`src/hdl/assert_macros.svh`:
```
// assertion macros shared by the poller rtl
// no dependencies; included by modules that carry assertions
`ifndef ASSERT_MACROS_SVH
`define ASSERT_MACROS_SVH
`ifndef SYNTHESIS
`define CLHP_ASSERT(lbl, clk, rst, prop) \
  lbl: assert property (@(posedge clk) disable iff (rst) (prop)) \
    else $error("poller assertion failed");
`define CLHP_ASSERT_NEXT(lbl, clk, rst, ante, cons) \
  lbl: assert property (@(posedge clk) disable iff (rst) (ante) |=> (cons)) \
    else $error("poller assertion failed");
`else
`define CLHP_ASSERT(lbl, clk, rst, prop)
`define CLHP_ASSERT_NEXT(lbl, clk, rst, ante, cons)
`endif
`endif

```
`src/hdl/clhp_pkg.sv`:
```
// types and constants of the channel link health poller
// no dependencies; used by the interfaces and all poller modules
`default_nettype none

package clhp_pkg;

  localparam int TIMEOUT_WIDTH = 16;
  localparam int COUNT_WIDTH   = 8;

  localparam int NUM_CH   = 3;
  localparam int CH_W     = 2;
  localparam int FLAG_W   = 6;
  localparam int PHASE_W  = 3;
  localparam int KIND_W   = 3;
  localparam int REQ_W    = 2;
  localparam int CMP_WIDTH = (COUNT_WIDTH > 8) ? COUNT_WIDTH : 8;

  // configuration port
  localparam int CFG_INDEX_W = 3;
  localparam int CFG_DATA_W  = 16;
  localparam logic [CFG_INDEX_W-1:0] REG_ENABLE_MASK = 3'd0;
  localparam logic [CFG_INDEX_W-1:0] REG_TIMEOUT     = 3'd1;
  localparam logic [CFG_INDEX_W-1:0] REG_MAX_NR      = 3'd2;
  localparam logic [CFG_INDEX_W-1:0] REG_MAX_NG      = 3'd3;
  localparam logic [CFG_INDEX_W-1:0] REG_NG_DETECT   = 3'd4;

  localparam logic [2:0]  RST_ENABLE_MASK = 3'd0;
  localparam logic [15:0] RST_TIMEOUT     = 16'd100;
  localparam logic [7:0]  RST_MAX_NR      = 8'd5;
  localparam logic [7:0]  RST_MAX_NG      = 8'd5;
  localparam logic        RST_NG_DETECT   = 1'b1;

  // request types
  localparam logic [REQ_W-1:0] REQ_TICK       = 2'd0;
  localparam logic [REQ_W-1:0] REQ_REPORT     = 2'd1;
  localparam logic [REQ_W-1:0] REQ_CLR_COUNTS = 2'd2;
  localparam logic [REQ_W-1:0] REQ_CLR_FLAGS  = 2'd3;

  // report kinds
  localparam logic [KIND_W-1:0] KIND_OVERCURRENT = 3'd1;
  localparam logic [KIND_W-1:0] KIND_NO_CURRENT  = 3'd2;
  localparam logic [KIND_W-1:0] KIND_SOFT_OC     = 3'd3;
  localparam logic [KIND_W-1:0] KIND_OVERTEMP    = 3'd4;
  localparam logic [KIND_W-1:0] KIND_STATUS      = 3'd5;

  localparam logic [CH_W-1:0] CH_NONE = 2'd3;

  // poll phases
  localparam logic [PHASE_W-1:0] PH_ASK1   = 3'd0;
  localparam logic [PHASE_W-1:0] PH_CHECK  = 3'd6;
  localparam logic [PHASE_W-1:0] PH_UNUSED = 3'd7;

  // flag bit positions
  localparam logic [2:0] FLAG_NO_COMM  = 3'd4;
  localparam logic [2:0] FLAG_NO_TREAT = 3'd5;

  typedef struct packed {
    logic [2:0]  enable_mask;
    logic [15:0] reply_timeout_ticks;
    logic [7:0]  max_no_reply_errors;
    logic [7:0]  max_not_generating_errors;
    logic        not_generating_detect;
  } cfg_t;

  typedef struct packed {
    logic [REQ_W-1:0]  req_type;
    logic [CH_W-1:0]   report_channel;
    logic [KIND_W-1:0] report_kind;
    logic              status_generating;
  } req_t;

  typedef struct packed {
    logic               poll_valid;
    logic [CH_W-1:0]    poll_channel;
    logic [PHASE_W-1:0] phase_now;
    logic [FLAG_W-1:0]  flags_ch1;
    logic [FLAG_W-1:0]  flags_ch2;
    logic [FLAG_W-1:0]  flags_ch3;
  } result_t;

endpackage

`default_nettype wire

```
`src/hdl/clhp_in_if.sv`:
```
// request channel of the poller: valid/ready plus one decoded request
// depends on clhp_pkg
`default_nettype none

interface clhp_in_if;
  import clhp_pkg::*;

  logic              valid;
  logic              ready;
  logic [REQ_W-1:0]  req_type;
  logic [CH_W-1:0]   report_channel;
  logic [KIND_W-1:0] report_kind;
  logic              status_generating;

  modport source (output valid, req_type, report_channel, report_kind,
                  status_generating, input ready);
  modport sink (input valid, req_type, report_channel, report_kind,
                status_generating, output ready);
endinterface

`default_nettype wire

```
`src/hdl/clhp_out_if.sv`:
```
// result channel of the poller: valid/ready plus poll and flag fields
// depends on clhp_pkg
`default_nettype none

interface clhp_out_if;
  import clhp_pkg::*;

  logic               valid;
  logic               ready;
  logic               poll_valid;
  logic [CH_W-1:0]    poll_channel;
  logic [PHASE_W-1:0] phase_now;
  logic [FLAG_W-1:0]  flags_ch1;
  logic [FLAG_W-1:0]  flags_ch2;
  logic [FLAG_W-1:0]  flags_ch3;

  modport source (output valid, poll_valid, poll_channel, phase_now,
                  flags_ch1, flags_ch2, flags_ch3, input ready);
  modport sink (input valid, poll_valid, poll_channel, phase_now,
                flags_ch1, flags_ch2, flags_ch3, output ready);
endinterface

`default_nettype wire

```
`src/hdl/clhp_cfg_if.sv`:
```
// configuration write channel: valid/ready, register index and data
// depends on clhp_pkg
`default_nettype none

interface clhp_cfg_if;
  import clhp_pkg::*;

  logic                   valid;
  logic                   ready;
  logic [CFG_INDEX_W-1:0] index;
  logic [CFG_DATA_W-1:0]  data;

  modport source (output valid, index, data, input ready);
  modport sink (input valid, index, data, output ready);
endinterface

`default_nettype wire

```
`src/hdl/clhp_cfg_regs.sv`:
```
// configuration register file of the poller
// depends on clhp_pkg and clhp_cfg_if
`default_nettype none

module clhp_cfg_regs (
  input  wire logic         clk,
  input  wire logic         rst,
  clhp_cfg_if.sink          cfg,
  output clhp_pkg::cfg_t    cfg_regs
);
  import clhp_pkg::*;

  cfg_t regs;

  assign cfg.ready = 1'b1;
  assign cfg_regs  = regs;

  always_ff @(posedge clk) begin
    if (rst) begin
      regs.enable_mask               <= RST_ENABLE_MASK;
      regs.reply_timeout_ticks       <= RST_TIMEOUT;
      regs.max_no_reply_errors       <= RST_MAX_NR;
      regs.max_not_generating_errors <= RST_MAX_NG;
      regs.not_generating_detect     <= RST_NG_DETECT;
    end else if (cfg.valid && cfg.ready) begin
      unique case (cfg.index)
        REG_ENABLE_MASK: regs.enable_mask <= cfg.data[2:0];
        REG_TIMEOUT:     regs.reply_timeout_ticks <= cfg.data[15:0];
        REG_MAX_NR:      regs.max_no_reply_errors <= cfg.data[7:0];
        REG_MAX_NG:      regs.max_not_generating_errors <= cfg.data[7:0];
        REG_NG_DETECT:   regs.not_generating_detect <= cfg.data[0];
        default: ;
      endcase
    end
  end

endmodule

`default_nettype wire

```
`src/hdl/clhp_engine.sv`:
```
// poll state, counters and sticky flags with the single-step update logic
// depends on clhp_pkg and assert_macros.svh
`default_nettype none
`include "assert_macros.svh"

module clhp_engine (
  input  wire logic           clk,
  input  wire logic           rst,
  input  wire logic           step_en,
  input  wire clhp_pkg::req_t item,
  input  wire clhp_pkg::cfg_t cfg_regs,
  output clhp_pkg::result_t   result
);
  import clhp_pkg::*;

  function automatic logic [COUNT_WIDTH-1:0] sat_inc(input logic [COUNT_WIDTH-1:0] v);
    return (&v) ? v : v + COUNT_WIDTH'(1);
  endfunction

  logic [PHASE_W-1:0]       phase, phase_next;
  logic [TIMEOUT_WIDTH-1:0] timeout_left, timeout_next;
  logic                     answered, answered_next;
  logic [COUNT_WIDTH-1:0]   nr_count [NUM_CH];
  logic [COUNT_WIDTH-1:0]   nr_next  [NUM_CH];
  logic [COUNT_WIDTH-1:0]   ng_count [NUM_CH];
  logic [COUNT_WIDTH-1:0]   ng_next  [NUM_CH];
  logic [FLAG_W-1:0]        flags    [NUM_CH];
  logic [FLAG_W-1:0]        flags_next [NUM_CH];
  logic                     poll;
  logic [CH_W-1:0]          poll_ch;
  logic [CH_W-1:0]          ph_ch;
  logic [CH_W-1:0]          rc;
  logic [2:0]               flag_bit;

  assign ph_ch    = phase[PHASE_W-1:1];
  assign rc       = item.report_channel;
  assign flag_bit = 3'(item.report_kind - KIND_OVERCURRENT);

  always_comb begin
    phase_next    = phase;
    timeout_next  = timeout_left;
    answered_next = answered;
    nr_next       = nr_count;
    ng_next       = ng_count;
    flags_next    = flags;
    poll          = 1'b0;
    poll_ch       = '0;
    unique case (item.req_type)
      REQ_TICK: begin
        if (phase == PH_CHECK) begin
          for (int c = 0; c < NUM_CH; c++) begin
            if (CMP_WIDTH'(nr_count[CH_W'(c)]) > CMP_WIDTH'(cfg_regs.max_no_reply_errors))
              flags_next[CH_W'(c)][FLAG_NO_COMM] = 1'b1;
            if (CMP_WIDTH'(ng_count[CH_W'(c)]) >
                CMP_WIDTH'(cfg_regs.max_not_generating_errors))
              flags_next[CH_W'(c)][FLAG_NO_TREAT] = 1'b1;
          end
          phase_next = PH_ASK1;
        end else if (phase == PH_UNUSED) begin
          phase_next = PH_ASK1;
        end else if (!phase[0]) begin
          // ask phase
          if (!cfg_regs.enable_mask[ph_ch]) begin
            phase_next = phase + PHASE_W'(2);
          end else begin
            answered_next = 1'b0;
            timeout_next  = TIMEOUT_WIDTH'(cfg_regs.reply_timeout_ticks);
            phase_next    = phase + PHASE_W'(1);
            poll          = 1'b1;
            poll_ch       = ph_ch;
          end
        end else if (timeout_left == '0) begin
          // wait phase closes
          nr_next[ph_ch] = answered ? '0 : sat_inc(nr_count[ph_ch]);
          phase_next     = phase + PHASE_W'(1);
        end
        if (timeout_next != '0)
          timeout_next = timeout_next - TIMEOUT_WIDTH'(1);
      end
      REQ_REPORT: begin
        if (rc != CH_NONE) begin
          case (item.report_kind) inside
            KIND_OVERCURRENT, KIND_NO_CURRENT, KIND_SOFT_OC, KIND_OVERTEMP:
              flags_next[rc][flag_bit] = 1'b1;
            KIND_STATUS: begin
              if (cfg_regs.not_generating_detect && !item.status_generating)
                ng_next[rc] = sat_inc(ng_count[rc]);
              answered_next = 1'b1;
            end
            default: ;
          endcase
        end
      end
      REQ_CLR_COUNTS: begin
        for (int c = 0; c < NUM_CH; c++) begin
          nr_next[CH_W'(c)] = '0;
          ng_next[CH_W'(c)] = '0;
        end
      end
      REQ_CLR_FLAGS: begin
        for (int c = 0; c < NUM_CH; c++)
          flags_next[CH_W'(c)] = '0;
      end
      default: ;
    endcase
  end

  always_ff @(posedge clk) begin
    if (rst) begin
      phase        <= PH_ASK1;
      timeout_left <= '0;
      answered     <= 1'b0;
      for (int c = 0; c < NUM_CH; c++) begin
        nr_count[CH_W'(c)] <= '0;
        ng_count[CH_W'(c)] <= '0;
        flags[CH_W'(c)]    <= '0;
      end
    end else if (step_en) begin
      phase        <= phase_next;
      timeout_left <= timeout_next;
      answered     <= answered_next;
      nr_count     <= nr_next;
      ng_count     <= ng_next;
      flags        <= flags_next;
    end
  end

  assign result.poll_valid   = poll;
  assign result.poll_channel = poll_ch;
  assign result.phase_now    = phase_next;
  assign result.flags_ch1    = flags_next[0];
  assign result.flags_ch2    = flags_next[1];
  assign result.flags_ch3    = flags_next[2];

  // a running timeout only exists inside a wait phase
  `CLHP_ASSERT(a_timeout_in_wait, clk, rst, (timeout_left == '0) || phase[0])
  // the unused phase code is never reached
  `CLHP_ASSERT(a_phase_legal, clk, rst, phase != PH_UNUSED)
  // a clear-flags step leaves every flag low
  `CLHP_ASSERT_NEXT(a_clr_flags, clk, rst, step_en && item.req_type == REQ_CLR_FLAGS,
    flags[0] == '0 && flags[1] == '0 && flags[2] == '0)

endmodule

`default_nettype wire

```
`src/hdl/channel_link_health_poller_core.sv`:
```
// top level of the channel link health poller
// path: a request transfer reaches the output through the input register and then the result register
// throughput: one request per cycle while the result register drains, since rsp.ready low stalls the engine step
// reset: synchronous active-high rst clears phase, timeout, counts, flags and the full bits of both pipe registers
// configuration registers return to their defaults on reset
// depends on clhp_pkg, the three channel interfaces, clhp_cfg_regs and clhp_engine
`default_nettype none
`include "assert_macros.svh"

module channel_link_health_poller_core (
  input  wire logic clk,
  input  wire logic rst,
  clhp_in_if.sink   req,
  clhp_out_if.source rsp,
  clhp_cfg_if.sink  cfg
);
  import clhp_pkg::*;

  // input register: holds one request until the result stage can take it
  logic    in_full;
  req_t    in_item;
  // result register: decouples the output handshake from the step logic
  logic    out_full;
  result_t out_item;

  cfg_t    cfg_regs;
  result_t step_result;
  logic    advance;

  // step the engine whenever a request is waiting and the result register is free
  // or being emptied in the same cycle
  assign advance   = in_full && (!out_full || rsp.ready);
  assign req.ready = !in_full || advance;

  clhp_cfg_regs u_cfg_regs (
    .clk      (clk),
    .rst      (rst),
    .cfg      (cfg),
    .cfg_regs (cfg_regs)
  );

  clhp_engine u_engine (
    .clk      (clk),
    .rst      (rst),
    .step_en  (advance),
    .item     (in_item),
    .cfg_regs (cfg_regs),
    .result   (step_result)
  );

  // input register control
  always_ff @(posedge clk) begin
    if (rst) begin
      in_full <= 1'b0;
    end else if (req.valid && req.ready) begin
      in_full <= 1'b1;
    end else if (advance) begin
      in_full <= 1'b0;
    end
  end

  // input payload, captured on every request transfer
  always_ff @(posedge clk) begin
    if (req.valid && req.ready) begin
      in_item.req_type          <= req.req_type;
      in_item.report_channel    <= req.report_channel;
      in_item.report_kind       <= req.report_kind;
      in_item.status_generating <= req.status_generating;
    end
  end

  // result register control
  always_ff @(posedge clk) begin
    if (rst) begin
      out_full <= 1'b0;
    end else if (advance) begin
      out_full <= 1'b1;
    end else if (rsp.ready) begin
      out_full <= 1'b0;
    end
  end

  // result payload, loaded when the engine steps
  always_ff @(posedge clk) begin
    if (advance) begin
      out_item <= step_result;
    end
  end

  assign rsp.valid        = out_full;
  assign rsp.poll_valid   = out_item.poll_valid;
  assign rsp.poll_channel = out_item.poll_channel;
  assign rsp.phase_now    = out_item.phase_now;
  assign rsp.flags_ch1    = out_item.flags_ch1;
  assign rsp.flags_ch2    = out_item.flags_ch2;
  assign rsp.flags_ch3    = out_item.flags_ch3;

  // every engine step leaves a result waiting
  `CLHP_ASSERT_NEXT(a_step_fills_out, clk, rst, advance, out_full)
  // a poll always moves the phase into the matching wait phase
  `CLHP_ASSERT(a_poll_enters_wait, clk, rst,
    !(out_full && out_item.poll_valid) || out_item.phase_now[0])

endmodule

`default_nettype wire
```
`src/flat_wrapper.sv`:
```
// flat-port wrapper written by rule: the top's interface ports become plain ports
module channel_link_health_poller_core_flat import clhp_pkg::*;
  (clk, rst, req_valid, req_req_type, req_report_channel, req_report_kind, req_status_generating, req_ready, rsp_valid, rsp_poll_valid, rsp_poll_channel, rsp_phase_now, rsp_flags_ch1, rsp_flags_ch2, rsp_flags_ch3, rsp_ready, cfg_valid, cfg_index, cfg_data, cfg_ready);
  clhp_in_if req_i ();
  clhp_out_if rsp_i ();
  clhp_cfg_if cfg_i ();
  input  wire logic clk;
  input  wire logic rst;
  input wire logic [$bits(req_i.valid)-1:0] req_valid;
  input wire logic [$bits(req_i.req_type)-1:0] req_req_type;
  input wire logic [$bits(req_i.report_channel)-1:0] req_report_channel;
  input wire logic [$bits(req_i.report_kind)-1:0] req_report_kind;
  input wire logic [$bits(req_i.status_generating)-1:0] req_status_generating;
  output wire logic [$bits(req_i.ready)-1:0] req_ready;
  output wire logic [$bits(rsp_i.valid)-1:0] rsp_valid;
  output wire logic [$bits(rsp_i.poll_valid)-1:0] rsp_poll_valid;
  output wire logic [$bits(rsp_i.poll_channel)-1:0] rsp_poll_channel;
  output wire logic [$bits(rsp_i.phase_now)-1:0] rsp_phase_now;
  output wire logic [$bits(rsp_i.flags_ch1)-1:0] rsp_flags_ch1;
  output wire logic [$bits(rsp_i.flags_ch2)-1:0] rsp_flags_ch2;
  output wire logic [$bits(rsp_i.flags_ch3)-1:0] rsp_flags_ch3;
  input wire logic [$bits(rsp_i.ready)-1:0] rsp_ready;
  input wire logic [$bits(cfg_i.valid)-1:0] cfg_valid;
  input wire logic [$bits(cfg_i.index)-1:0] cfg_index;
  input wire logic [$bits(cfg_i.data)-1:0] cfg_data;
  output wire logic [$bits(cfg_i.ready)-1:0] cfg_ready;
  assign req_i.valid = req_valid;
  assign req_i.req_type = req_req_type;
  assign req_i.report_channel = req_report_channel;
  assign req_i.report_kind = req_report_kind;
  assign req_i.status_generating = req_status_generating;
  assign req_ready = req_i.ready;
  assign rsp_valid = rsp_i.valid;
  assign rsp_poll_valid = rsp_i.poll_valid;
  assign rsp_poll_channel = rsp_i.poll_channel;
  assign rsp_phase_now = rsp_i.phase_now;
  assign rsp_flags_ch1 = rsp_i.flags_ch1;
  assign rsp_flags_ch2 = rsp_i.flags_ch2;
  assign rsp_flags_ch3 = rsp_i.flags_ch3;
  assign rsp_i.ready = rsp_ready;
  assign cfg_i.valid = cfg_valid;
  assign cfg_i.index = cfg_index;
  assign cfg_i.data = cfg_data;
  assign cfg_ready = cfg_i.ready;
  channel_link_health_poller_core u_core (.clk(clk), .rst(rst), .req(req_i), .rsp(rsp_i), .cfg(cfg_i));
endmodule
```
`config.mk`:
```
export PLATFORM = sky130hd
export DESIGN_NAME = channel_link_health_poller_core_flat
export DESIGN_NICKNAME = d
export VERILOG_FILES = /design/src/hdl/clhp_pkg.sv /design/src/hdl/clhp_in_if.sv /design/src/hdl/clhp_out_if.sv /design/src/hdl/clhp_cfg_if.sv /design/src/hdl/clhp_cfg_regs.sv /design/src/hdl/clhp_engine.sv /design/src/hdl/channel_link_health_poller_core.sv /design/src/flat_wrapper.sv
export VERILOG_INCLUDE_DIRS = /design/src /design/src/hdl
export SDC_FILE = /design/constraint.sdc
export NUM_CORES = 1
export LEC_CHECK = 0
export BUFFER_PORTS_ARGS = -buffer_cell sky130_fd_sc_hd__buf_4
export CAP_MARGIN = 10
export CORE_MARGIN = 2
export CORE_UTILIZATION = 30
export CTS_CLUSTER_DIAMETER = 40
export CTS_CLUSTER_SIZE = 24
export DETAILED_ROUTE_END_ITERATION = 12
export GPL_TIMING_DRIVEN = 0
export PLACE_DENSITY = 0.55
export SKIP_LAST_GASP = 1
export SLEW_MARGIN = 20
export SYNTH_ARGS = -nofsm -noshare
export SYNTH_HDL_FRONTEND = slang
export SYNTH_HIERARCHICAL = 1
export SYNTH_SLANG_ARGS = --single-unit
```
`constraint.sdc`:
```
create_clock -name clk -period 4.1 [get_ports clk]
set_clock_uncertainty 0.1 [all_clocks]
set_input_delay 0.615 -clock clk [delete_from_list [all_inputs] [get_ports clk]]
set_output_delay 0.615 -clock clk [all_outputs]
set_load 0.02 [all_outputs]
```
# Yosys cells after proc, flatten, opt, wreduce, memory -nomap -nowiden
# Cells that the tools add are included.
# word_totals
regBits,156
latchBits,0
mem_bits_rw,0
mem_bits_ro,0
output_inout_bits,27
elab_cells,186
memories,0
# op_classes
add_sub_neg,6
multipliers,0
div,0
order_cmp,11
eq_ne,25
shift,0
mux,69
bitwise,9
n_reduce_logical,37
# op_table
cell,count
2-to-1 mux 24 bit,8
2-to-1 mux 16 bit,6
2-to-1 mux 8 bit,9
one-hot mux 16 bit (2 select lines),2
bitwise mux 24 bit,2
2-to-1 mux 18 bit,2
binary-select mux 8 bit (select 2 bit),2
demux 8 bit (select 2 bit),2
> comparator 8 bit,4
"!= test 2 bit, second input constant",11
2-to-1 mux 1 bit,18
2-to-1 mux 3 bit,6
bitwise OR 18 bit,1
"adder 8 x 1 -> 8 bit, second input constant",2
logical NOT 16 bit,1
one-hot mux 4 bit (2 select lines),2
AND reduction 8 bit,2
nonzero test 16 bit,1
"subtractor 16 x 1 -> 16 bit, second input constant",1
"== test 3 bit, second input constant",5
AND reduction 2 bit,7
AND reduction 7 bit,2
demux 6 bit (select 2 bit),1
"== test 3 x 2 -> 1 bit, second input constant",4
29 further kinds,56

# Depth between registers and ports, before layout
# Gate-level depths: netlist of run 1.
# logic_depth
ltp_word,13
depth_mapped,16

# Hierarchy
# Netlist of run 1, hierarchy kept.
# modules_own_cells
module,n_inst,cells_each,area_per_inst_um2
clhp_engine,1,721,6102.1
clhp_cfg_regs,1,148,1536.5
channel_link_health_poller_core,1,42,1064.8

# Least setup slack after synthesis of run 1
# OpenSTA, ideal clock, no wires.
# synth_timing
kind,reg-to-reg
start,register u_core.u_engine.phase[0]
end,register u_core.u_engine.timeout_left[13]
setup_time_ps,88
t_arrival_ps,3950
required_time_ps,3912
slack_ps,-39
path_stages_with_launch,17
n_path_buf,3
path_cell_list,dfxtp_1 -> clkbuf_1 -> inv_1 -> ha_1 -> or3_1 -> o22ai_2 -> buf_4 -> buf_2 -> mux2i_1 -> ha_1 -> or3b_2 -> nor4_1 -> mux2i_1 -> nor2_4 -> nor3_4 -> a211o_1 -> a311oi_2
# synth_between
elab_chain_len,6
# synth_lines
item,line_no,text
"start, declared",clhp_engine.sv:20,"logic [PHASE_W-1:0] phase, phase_next;"
"start signal, assigned",clhp_engine.sv:119,phase <= phase_next;
== test 3 bit or 2-to-1 mux 16 bit (tied branches),"clhp_engine.sv:59, clhp_engine.sv:61",
2-to-1 mux 16 bit,clhp_engine.sv:59,end else if (phase == PH_UNUSED) begin
2-to-1 mux 16 bit (*),clhp_engine.sv:50,if (phase == PH_CHECK) begin
2-to-1 mux 16 bit (*),clhp_engine.sv:48,unique case (item.req_type)
subtractor 16 x 1 -> 16 bit or nonzero test 16 bit (tied branches),"clhp_engine.sv:78, clhp_engine.sv:77",
2-to-1 mux 16 bit (*),clhp_engine.sv:77,if (timeout_next != '0)
"end signal, assigned",clhp_engine.sv:120,timeout_left <= timeout_next;
"end, declared",clhp_engine.sv:21,"logic [TIMEOUT_WIDTH-1:0] timeout_left, timeout_next;"
# Mark *: on every way between the ends. The rest lies on a longest branch, timed or not. The select of a mux whose other input is x is not followed.
# A chain may end at the register's enable or synchronous reset.

# Worst setup path in the final report of run 1
# Ends and elaborated chain as after synthesis.

==> flow_metrics.env, run 1 <==
export IMPL_grt_use_total=0.157
export IMPL_tightest_slew_ps=1020
export IMPL_grt_max_degree=31
export IMPL_avgViaCountPerCell=5.09
export IMPL_setup_tns_ps=0
export IMPL_core_mm2=0.0286
export IMPL_grt_first_pass_wirelength_um=37800
export IMPL_die_area_mm2=0.0304
export IMPL_async_reset_ff_frac=0
export IMPL_powerDensity_mw_per_mm2=436
export IMPL_syn_cell_area_mm2=0.00870
export IMPL_cpPeakStageDelay_ps=490
export IMPL_crit_arrival_ps=4220
export IMPL_cts_buffers_inserted=17
export IMPL_preCtsSetupSlack_ps=-572
export IMPL_layout_drive_gt1_share=0.148
export IMPL_ioPinCount=59
export IMPL_critPathSlowestCell="or3b_2"
export IMPL_regToRegSetupSlack_ps=140
export IMPL_slew_headroom=0.317
export IMPL_period_share=0.967
export IMPL_place_hpwl_um=17600
export IMPL_worstSetupPathDepth=15
export IMPL_overflow=0
export IMPL_avgRoutedWirePerCell_um=16.9
export IMPL_rows=62
export IMPL_internal_power_uw=3030
export IMPL_worst_setup_path_type="flip-flop to flip-flop"
export IMPL_ys_flop_type="dfxtp_1"
export IMPL_vdd_drop_max_uv=236
export IMPL_fin_ws_ps=135
export IMPL_drt_pass1_iter_count=5
export IMPL_combPwrFrac=0.254
export IMPL_htree_levels=4
export IMPL_hold_viol=0
export IMPL_gp_congestion=0.883
export IMPL_cp_required_ps=4360
export IMPL_clkSinkCount=156
export IMPL_cp_top_family="simple AND/OR/NAND/NOR gates"
export IMPL_pwr_share_clk=0.363
export IMPL_yosysSeqAreaShare=0.421
export IMPL_synth_commonest_cells="102 x dfxtp_1, 88 x nor2_1, 71 x mux2i_1"
export IMPL_setup_viol=0
export IMPL_clock_latency_ps=440
export IMPL_antenna_left=0
export IMPL_io_buffers=57
export IMPL_grt_pass1_vias=7038
export IMPL_cts_hold_fix_buffers=0
export IMPL_total_power_uw=4510
export IMPL_endpoint_kind="flip-flop"
export IMPL_pwr_share_seq=0.382
export IMPL_wirelength_um=23400
export IMPL_cp_endpoint="u_core/u_engine/timeout_left[13]"
export IMPL_yosysTopAreaCell="dfxtp_1"
export IMPL_root_buffer="clkbuf_16"
export IMPL_power_switching_uw=1480
export IMPL_reg2reg_depth=15
export IMPL_fin_crit_ps=3960
export IMPL_clk_pin_slew_worst_paths_ps=80
export IMPL_synth_avg_cell_area_um2=9.55
export IMPL_grt_antenna_before_repair=0
export IMPL_critPathBufInv=3
export IMPL_yosysMostFrequentCell="dfxtp_1"
export IMPL_yosysTopAreaCellShare=0.235
export IMPL_area_growth_pct=18.8
export IMPL_synth_edf_count=54
export IMPL_die_y_um=174
export IMPL_setup_worst_path_start_class="flip-flop"
export IMPL_synth_cells=911
export IMPL_diodes=0
export IMPL_power_leakage_uw=0.00390
export IMPL_startpoint="u_core/u_engine/phase[0]"
export IMPL_outcome="finished, final reports clean"
export IMPL_synth_cell_type_count=79
export IMPL_fill_cells=2876
export IMPL_min_path_type="input port to flip-flop"
export IMPL_drc=0
export IMPL_synth_seq_cells=156
export IMPL_crit_path_cell_trace="buf_6 -> inv_1 -> ha_1 -> or3_1 -> o22ai_2 -> buf_6 -> mux2i_4 -> ha_2 -> or3b_2 -> nor4_4 -> mux2i_2 -> nor2_4 -> nor3_4 -> a211o_1 -> a311oi_2"
export IMPL_drt_iter0_markers=572
export IMPL_max_freq_ghz=0.252
export IMPL_cp_common_cell="buf_6"
export IMPL_ys_warnings_count=6
export IMPL_start_util=0.304
export IMPL_die_w_um=174
export IMPL_worstPathMaxFanout=11
export IMPL_swShare=0.328
export IMPL_vias=7072
export IMPL_whs_path_depth=1
export IMPL_finalMaxSlewViolations=0
export IMPL_r2r_start="u_core/u_engine/phase[0]"
export IMPL_max_cap_violations=0
export IMPL_cts_path_max_buffers=2
export IMPL_tritoncts="done"
export IMPL_ys_top_cells_by_area="dfxtp_1 23%, edfxtp_1 19%, mux2i_1 8.2%, ha_1 6.6%, nor2_1 3.8%"
export IMPL_r2r_end="u_core/u_engine/timeout_left[13]"
export IMPL_final_nets=1070
export IMPL_timing_hold_ws_ps=250
export IMPL_syn_nets=989
-- cell families after synthesis --
kind of cell / share of synthesized area
compound gates: 0.165
fa+ha+maj: 0.0661
other cells: 0.000431
buf+inv: 0.0423
xor+xnor: 0.00604
mux: 0.0871
simple gates: 0.212
flops: 0.421
-- through the flow --
step                std cells  area [um^2]   util
finish                   1389        10300  0.361
global route             1389        10300  0.361
CTS                      1388        10300  0.361
detailed placement       1352         9620  0.336
global placement         1352         9610  0.336
floorplan                 911         8700      -
-- cell type report --
type	count	area, um^2	share of cell area
clock inverter	15	194	0.0187
timing repair buffer	63	473	0.0457
tap	384	480	0.0464
multi-input combinational	675	4730	0.457
inverter	32	120	0.0116
clock buffer	17	425	0.0411
buffer	47	254	0.0246
sequential	156	3670	0.355
-- worst min path at each step --
| stage | end | slack (ps) | start |
|---|---|---|---|
| 6_report | u_core/in_item[4] | 250 | req_report_channel[0] |
| 5_1_grt | u_core/in_item[4] | 220 | req_report_channel[0] |
| 2_1_floorplan | u_core/u_engine/ng_count[22] | 350 | u_core/u_engine/ng_count[22] |
| 4_1_cts | u_core/in_item[4] | 230 | req_report_channel[0] |
| 3_5_place_dp | u_core/u_cfg_regs/cfg_regs[15] | 370 | u_core/u_cfg_regs/cfg_regs[15] |
| 3_3_place_gp | u_core/u_cfg_regs/cfg_regs[10] | 360 | u_core/u_cfg_regs/cfg_regs[10] |
-- worst register-to-register path, delay by kind of cell, from the launching register on --
family | cells | cell delay [ps]
AO/OA/AOI/OAI | 3 | 710
adder cells (fa/ha/maj) | 2 | 440
buffers and inverters | 3 | 430
flip-flops | 1 | 390
multiplexers | 2 | 420
AND/OR/NAND/NOR | 5 | 1400
-- per-layer routing --
layer	wire [um]	GRT usage	up-vias	part of all wire
met5	0	0	-	0
met4	342	0.0476	0	0.015
met3	950	0.0276	22	0.041
met2	10700	0.248	162	0.46
met1	11400	0.220	3383	0.49
li1	-	-	3505	-
-- power by group through the flow --
| stage | clock (uW) | sequential [uW] | combinational (uW) |
|---|---|---|---|
| 2_1_floorplan | 0 | 1740 | 792 |
| 3_3_place_gp | 0 | 1760 | 1030 |
| 3_5_place_dp | 0 | 1760 | 1040 |
| 4_1_cts | 1680 | 1720 | 1110 |
| 5_1_grt | 1750 | 1740 | 1260 |
| 6_report | 1640 | 1730 | 1150 |
-- what timing repair did --
action | in CTS | in global routing
setup endpoints to repair | 14 | 12
setup buffers | 4 | 2
gates resized for setup | 14 | 5
pin swaps | 2 | 2
-- sequential cells by signal, indices dropped and copies added, names as in the netlist --
name                          flops
u_core/rsp.poll_channel           2
u_core/rsp.poll_valid             1
u_core/rsp.flags_ch3              6
u_core/rsp.valid                  1
u_core/rsp.flags_ch2              6
u_core/u_engine/timeout_left     16
u_core/u_engine/flags            18
u_core/rsp.flags_ch1              6
u_core/rsp.phase_now              3
u_core/u_engine/nr_count         24
u_core/u_cfg_regs/cfg_regs       36
u_core/u_engine/ng_count         24
u_core/in_item                    8
u_core/in_full                    1
u_core/u_engine/phase             3
u_core/u_engine/answered          1
-- placed cells by master, fill, tap and decap left out, drive strengths merged, types with 4 or more instances in the layout --
cell type	netlist	routed
a22o	18	18
a211o	5	5
nor4	7	7
a2bb2oi	4	4
clkinv	0	5
nor2	89	89
o211ai	6	6
nor3b	4	4
mux2i	72	72
nand3b	11	11
ha	46	46
inv	32	40
and2	9	9
nor2b	14	14
or4	5	5
nor3	23	23
or3	12	12
nand3	25	25
xnor2	5	5
a21oi	37	37
a31oi	13	13
o21ai	41	41
nand2b	51	51
a211oi	5	5
a21o	15	15
clkbuf	30	46
o21a	9	9
nand2	65	65
nand4	7	7
buf	18	81
dfxtp	102	102
edfxtp	54	54
and3	10	10
o2bb2ai	17	17
a22oi	6	6
No activity file was read; power rests on OpenSTA's default activity.
==> inputs of run 2 (changes only) <==
- SYNTH_HIERARCHICAL: 1 -> not set
==> run 2 against run 1 <==
  * Non-clock buffer count shrank 9
  * Design area decreased by 1.7%
  * Worst hold slack improved by 6.1 ps
  * Synthesized cell count increased by 2.1%
  * Critical endpoint is now u_core.u_engine.timeout_left[6]
  * Highest routed layer unchanged
==> flow_metrics.env, run 2 <==
export IMPL_yosysTopAreaCellShare=0.237
export IMPL_dpl_cell_area_mm2=0.00952
export IMPL_root_buffer="clkbuf_16"
export IMPL_rsz0062_at_grt="yes"
export IMPL_final_cells=1399
export IMPL_power_leakage_uw=0.00370
export IMPL_final_area_mm2=0.0102
export IMPL_endpoint_kind="flip-flop"
export IMPL_tightest_slew_ps=948
export IMPL_powerDensity_mw_per_mm2=420
export IMPL_min_path_type="input port to flip-flop"
export IMPL_final_util=0.363
export IMPL_synth_seq_cells=156
export IMPL_syn_cell_area_mm2=0.00860
export IMPL_yosysTopAreaCell="dfxtp_1"
export IMPL_swShare=0.324
export IMPL_cts_buffers_inserted=17
export IMPL_drt_pass1_iter_count=5
export IMPL_diodes=0
export IMPL_max_cap_violations=0
export IMPL_die_w_um=173
export IMPL_grt_antenna_before_repair=0
export IMPL_clk_pin_slew_worst_paths_ps=70
export IMPL_grt_pass1_vias=7064
export IMPL_synth_avg_cell_area_um2=9.25
export IMPL_overflow=0
export IMPL_max_freq_ghz=0.247
export IMPL_synth_commonest_cells="120 x nand2_1, 102 x dfxtp_1, 66 x nor2_1"
export IMPL_worstPathMaxFanout=10
export IMPL_total_power_uw=4270
export IMPL_slew_headroom=0.366
export IMPL_setup_worst_path_start_class="flip-flop"
export IMPL_ys_warnings_count=0
export IMPL_fin_crit_ps=4050
export IMPL_core_mm2=0.0280
export IMPL_grt_use_total=0.167
export IMPL_finalMaxSlewViolations=0
export IMPL_cp_required_ps=4340
export IMPL_ys_top_cells_by_area="dfxtp_1 24%, edfxtp_1 19%, ha_1 7.3%, nand2_1 5.2%, mux2i_1 4.8%"
export IMPL_timing_hold_ws_ps=256
export IMPL_ioPinCount=59
export IMPL_numPlacedInstances=1365
export IMPL_outcome="finished, final reports clean"
export IMPL_yosysSeqAreaShare=0.426
export IMPL_cpPeakStageDelay_ps=530
export IMPL_die_y_um=173
export IMPL_yosysMostFrequentCell="nand2_1"
export IMPL_power_switching_uw=1380
export IMPL_hold_viol=0
export IMPL_clkSinkCount=156
export IMPL_fill_cells=2866
export IMPL_tritoncts="done"
export IMPL_cts_path_max_buffers=2
export IMPL_die_area_mm2=0.0300
export IMPL_crit_path_cell_trace="ha_1 -> ha_1 -> or2_2 -> o32a_1 -> clkbuf_4 -> nand2_1 -> a21boi_2 -> ha_4 -> or3b_2 -> a211o_1 -> o21ai_0 -> mux2_2 -> o221ai_1"
export IMPL_clock_latency_ps=440
export IMPL_synth_cell_type_count=77
export IMPL_synth_cells=930
export IMPL_crit_arrival_ps=4290
export IMPL_htree_levels=4
export IMPL_combPwrFrac=0.232
export IMPL_syn_nets=1012
export IMPL_async_reset_ff_frac=0
export IMPL_final_nets=1090
export IMPL_avgRoutedWirePerCell_um=18.2
export IMPL_gp_congestion=0.919
export IMPL_critPathBufInv=1
export IMPL_grt_util_met2=0.266
export IMPL_busiest_layer="met2"
export IMPL_gr_usage_met1=0.229
export IMPL_internal_power_uw=2880
export IMPL_largest_reg_flops=36
export IMPL_vdd_drop_max_uv=279
export IMPL_cp_top_family="compound AO/OA/AOI/OAI gates"
export IMPL_critPathSlowestCell="or3b_2"
export IMPL_ys_flop_type="dfxtp_1"
export IMPL_pwr_share_seq=0.400
export IMPL_vias=7415
export IMPL_worst_setup_path_type="flip-flop to flip-flop"
export IMPL_cp_common_cell="ha_1"
export IMPL_pwr_share_clk=0.368
export IMPL_avgViaCountPerCell=5.30
export IMPL_grt_max_degree=33
export IMPL_start_util=0.307
export IMPL_setup_viol=0
export IMPL_place_hpwl_um=18800
export IMPL_rows=61
export IMPL_gr_usage_met3=0.0254
export IMPL_layout_drive_gt1_share=0.131
export IMPL_wirelength_um=25400
export IMPL_final_common_cell="nand2_1"
export IMPL_synth_edf_count=54
export IMPL_io_buffers=56
export IMPL_area_growth_pct=18.2
export IMPL_period_share=0.988
export IMPL_drt_iter0_markers=570
export IMPL_drc=0
export IMPL_mostFrequentLayoutCells="120 x nand2_1, 102 x dfxtp_1, 66 x nor2_1"
export IMPL_grt_first_pass_wirelength_um=39400
export IMPL_antenna_left=0
-- run 2: cell count changes in the layout (fill, tap and decap cells not counted), moves of 5 or more --
| cell | previous run | this run |
|---|---|---|
| nand3b_1 | 10 | 3 |
| nor2_1 | 88 | 66 |
| mux2i_1 | 68 | 39 |
| o2bb2ai_1 | 17 | 26 |
| nand2_1 | 64 | 120 |
| a21o_1 | 15 | 8 |
| a311oi_1 | 0 | 6 |
| buf_4 | 67 | 60 |
| o22ai_1 | 0 | 5 |
| nand2b_1 | 51 | 9 |
| a21oi_1 | 35 | 56 |
| inv_1 | 32 | 39 |
| o211ai_1 | 6 | 12 |
| nor3_2 | 6 | 1 |
-- run 2: layout make-up --
type                            count  area (um^2)  share of cell area
Multi-Input combinational cell    691         4650               0.458
Sequential cell                   156         3660               0.360
Tap cell                          378          473              0.0465
Timing Repair Buffer               59          455              0.0448
Clock buffer                       19          433              0.0426
Buffer                             42          201              0.0198
Inverter                           41          154              0.0151
Clock inverter                     13          130              0.0128
-- run 2: metrics by stage --
| step | setup TNS, ps | worst slack, ps |
|---|---|---|
| floorplan | 0 | 322 |
| global placement | -4800 | -674 |
| detailed placement | -4400 | -671 |
| CTS | 0 | 17.7 |
| global route | -99.1 | -69.5 |
| finish | 0 | 49.6 |
-- run 2: layer usage --
metal | part of all wire | routed length [um]
met1 | 0.46 | 11800
met2 | 0.46 | 11700
met3 | 0.052 | 1330
met4 | 0.025 | 628
met5 | 0 | 0
-- run 2: kinds of logic (layout without fill, tap and decap cells) --
logic type / count (synthesis) / in the layout / share of synthesized area
multiplexers: 47 / 47 / 0.0556
AO/OA/AOI/OAI: 250 / 250 / 0.207
other: 1 / 1 / 0.000436
adder cells (fa/ha/maj): 50 / 50 / 0.0727
flip-flops: 156 / 156 / 0.426
XOR/XNOR: 11 / 11 / 0.0112
AND/OR/NAND/NOR: 332 / 332 / 0.187
buffers and inverters: 83 / 174 / 0.0393
-- run 2: worst register-to-register path, stage by stage, from the launching register on --
cell      delay, ps
dfxtp_1         390
ha_1            220
ha_1            220
or2_2           320
o32a_1          410
clkbuf_4        240
nand2_1         100
a21boi_2        240
ha_4            200
or3b_2          530
a211o_1         320
o21ai_0         110
mux2_2          370
o221ai_1        180
-- run 2: path summary, 6_finish.rpt --
kind / startpoint / slack (ps) / to / cells after the start
worst min register to register: u_core.u_cfg_regs.cfg_regs[6] / 360 / u_core.u_cfg_regs.cfg_regs[6] / 2
worst max register to register: u_core.u_engine.phase[1] / 50 / u_core.u_engine.timeout_left[6] / 13
worst min-delay path: req_report_kind[1] / 260 / u_core.in_item[2] / 1
worst max-delay path: u_core.u_engine.phase[1] / 50 / u_core.u_engine.timeout_left[6] / 13
-- run 2: what timing repair did --
item,in CTS,in global routing
hold endpoints to repair,0,0
endpoints found under the setup margin,16,7
setup buffers,1,1
pin swaps,2,1
hold buffers,0,0
resized for setup,11,7
-- run 2: power by group through the flow --
stage	Sequential, uW	Clock (uW)	Combinational (uW)
6_report	1700	1570	990
5_1_grt	1710	1650	1070
4_1_cts	1700	1590	963
3_5_place_dp	1740	0	954
3_3_place_gp	1730	0	947
2_1_floorplan	1730	0	686
==> inputs of run 3 (changes only) <==
- CORE_MARGIN: 2 -> not set
- CTS_BUF_LIST: not set -> sky130_fd_sc_hd__clkbuf_8 sky130_fd_sc_hd__clkbuf_16
==> run 3 against run 2 <==
  * Combinational power rose by 0.8%
  * Count of clock-buffer cells in the layout is 2 lower
  * Critical endpoint unchanged
  * Non-clock buffer count did not move
  * Maximum frequency grew 2.8%
  * Sequential power about the same
  * Clock power fell by 3%
  * Largest power group unchanged
  * Setup slack improved by 110 ps
  * Highest routed layer unchanged
  * Largest cell class unchanged
==> flow_metrics.env, run 3 (synthesis results as in run 2) <==
export IMPL_die_area_mm2=0.0294
export IMPL_cts_buffers_inserted=17
export IMPL_drc=0
export IMPL_r2r_start="u_core.u_engine.phase[1]"
export IMPL_regToRegSetupSlack_ps=160
export IMPL_die_w_um=171
export IMPL_period_share=0.961
export IMPL_reg2reg_depth=13
export IMPL_grt_pass1_vias=7279
export IMPL_worstPathMaxFanout=10
export IMPL_avgViaCountPerCell=5.25
export IMPL_htree_levels=4
export IMPL_vias=7340
export IMPL_start_util=0.307
export IMPL_outcome="finished, final reports clean"
export IMPL_fin_ws_ps=159
export IMPL_fin_crit_ps=3940
export IMPL_tightest_slew_ps=1060
export IMPL_min_path_type="input port to flip-flop"
export IMPL_layout_drive_gt1_share=0.133
export IMPL_powerDensity_mw_per_mm2=416
export IMPL_overflow=0
export IMPL_tritoncts="done"
export IMPL_cp_required_ps=4360
export IMPL_seq_area_mm2=0.00366
export IMPL_final_common_cell="nand2_1"
export IMPL_vdd_drop_max_uv=283
export IMPL_cts_hold_fix_buffers=0
export IMPL_power_leakage_uw=0.00370
export IMPL_grt_first_pass_wirelength_um=39900
export IMPL_max_cap_violations=0
export IMPL_cp_endpoint="u_core.u_engine.timeout_left[6]"
export IMPL_grt_max_degree=23
export IMPL_grt_antenna_before_repair=0
export IMPL_slew_headroom=0.290
export IMPL_clkSinkCount=156
export IMPL_r2r_end="u_core.u_engine.timeout_left[6]"
export IMPL_fill_cells=2859
export IMPL_avgRoutedWirePerCell_um=17.9
export IMPL_rsz0062_at_grt="no"
export IMPL_setup_worst_path_start_class="flip-flop"
export IMPL_wirelength_um=25000
export IMPL_clock_latency_ps=440
export IMPL_final_nets=1090
export IMPL_finalMaxSlewViolations=0
export IMPL_cts_path_max_buffers=2
export IMPL_place_hpwl_um=18700
export IMPL_max_freq_ghz=0.254
export IMPL_mostFrequentLayoutCells="120 x nand2_1, 102 x dfxtp_1, 66 x nor2_1"
export IMPL_diodes=0
export IMPL_preCtsSetupSlack_ps=-634
export IMPL_area_growth_pct=18.1
export IMPL_grt_use_total=0.179
export IMPL_largest_reg_flops=36
export IMPL_die_y_um=171
export IMPL_rows=61
export IMPL_drt_pass1_iter_count=5
export IMPL_hold_viol=0
export IMPL_multi_input_area_mm2=0.00465
export IMPL_clk_pin_slew_worst_paths_ps=70
export IMPL_endpoint_kind="flip-flop"
export IMPL_core_mm2=0.0280
export IMPL_gp_congestion=0.876
export IMPL_final_util=0.363
export IMPL_root_buffer="clkbuf_16"
export IMPL_total_power_uw=4220
export IMPL_setup_viol=0
export IMPL_io_buffers=56
export IMPL_crit_arrival_ps=4200
export IMPL_startpoint="u_core.u_engine.phase[1]"
export IMPL_worst_setup_path_type="flip-flop to flip-flop"
export IMPL_ioPinCount=59
export IMPL_antenna_left=0
export IMPL_drt_iter0_markers=559
[run 3: worst min path at each step]
stage | from | to | slack [ps] | cells past startpoint
floorplan | u_core.u_cfg_regs.cfg_regs[2] | u_core.u_cfg_regs.cfg_regs[2] | 340 | 2
global placement | u_core.u_cfg_regs.cfg_regs[4] | u_core.u_cfg_regs.cfg_regs[4] | 340 | 2
detailed placement | u_core.u_cfg_regs.cfg_regs[4] | u_core.u_cfg_regs.cfg_regs[4] | 350 | 2
CTS | req_status_generating | u_core.in_item[0] | 250 | 1
global route | req_report_kind[2] | u_core.in_item[3] | 240 | 1
finish | req_status_generating | u_core.in_item[0] | 260 | 1
[run 3: cell type report]
class / count / share of cell area
Multi-Input combinational cell: 691 / 0.457
Inverter: 41 / 0.0151
Clock buffer: 17 / 0.0419
Timing Repair Buffer: 59 / 0.0456
Buffer: 42 / 0.0195
Sequential cell: 156 / 0.361
Tap cell: 378 / 0.0466
Clock inverter: 15 / 0.0133
[run 3: power by group]
part | internal (uW) | total, uW | switching (uW) | leakage [uW]
Sequential | 1650 | 1700 | 52.3 | 0.00129
Combinational | 388 | 998 | 610 | 0.00214
Clock | 797 | 1520 | 724 | 0.000270
[run 3: metal layers]
metal	global-route usage	vias up	routed length [um]
met5	0	-	0
met4	0.0625	0	600
met3	0.0370	45	1410
met2	0.290	234	11600
met1	0.234	3460	11400
li1	-	3601	-
[run 3: repair_timing]
item / in CTS / in global routing
resized for setup: 9 / 9
setup endpoints to repair: 15 / 11
pin swaps: 1 / 2
setup buffers: 0 / 2
[run 3: worst max-delay path: stages (launching register included)]
cell      delay (ps)
dfxtp_1          390
ha_1             220
ha_1             220
or2_2            320
o32a_1           420
clkbuf_4         260
nand2_1          100
a21boi_1         210
ha_2             260
or3b_4           450
a211o_1          300
o21ai_0           90
mux2_2           360
o221ai_1         170
[run 3: metrics by stage]
step	TNS [ps]	instance area, um^2	instances	hold WS [ps]
after floorplan	0	8600	930	336
after global placement	-4090	9490	1364	343
after detailed placement	-4860	9520	1365	350
after CTS	0	10100	1397	247
after global routing	0	10200	1399	244
final	0	10200	1399	258
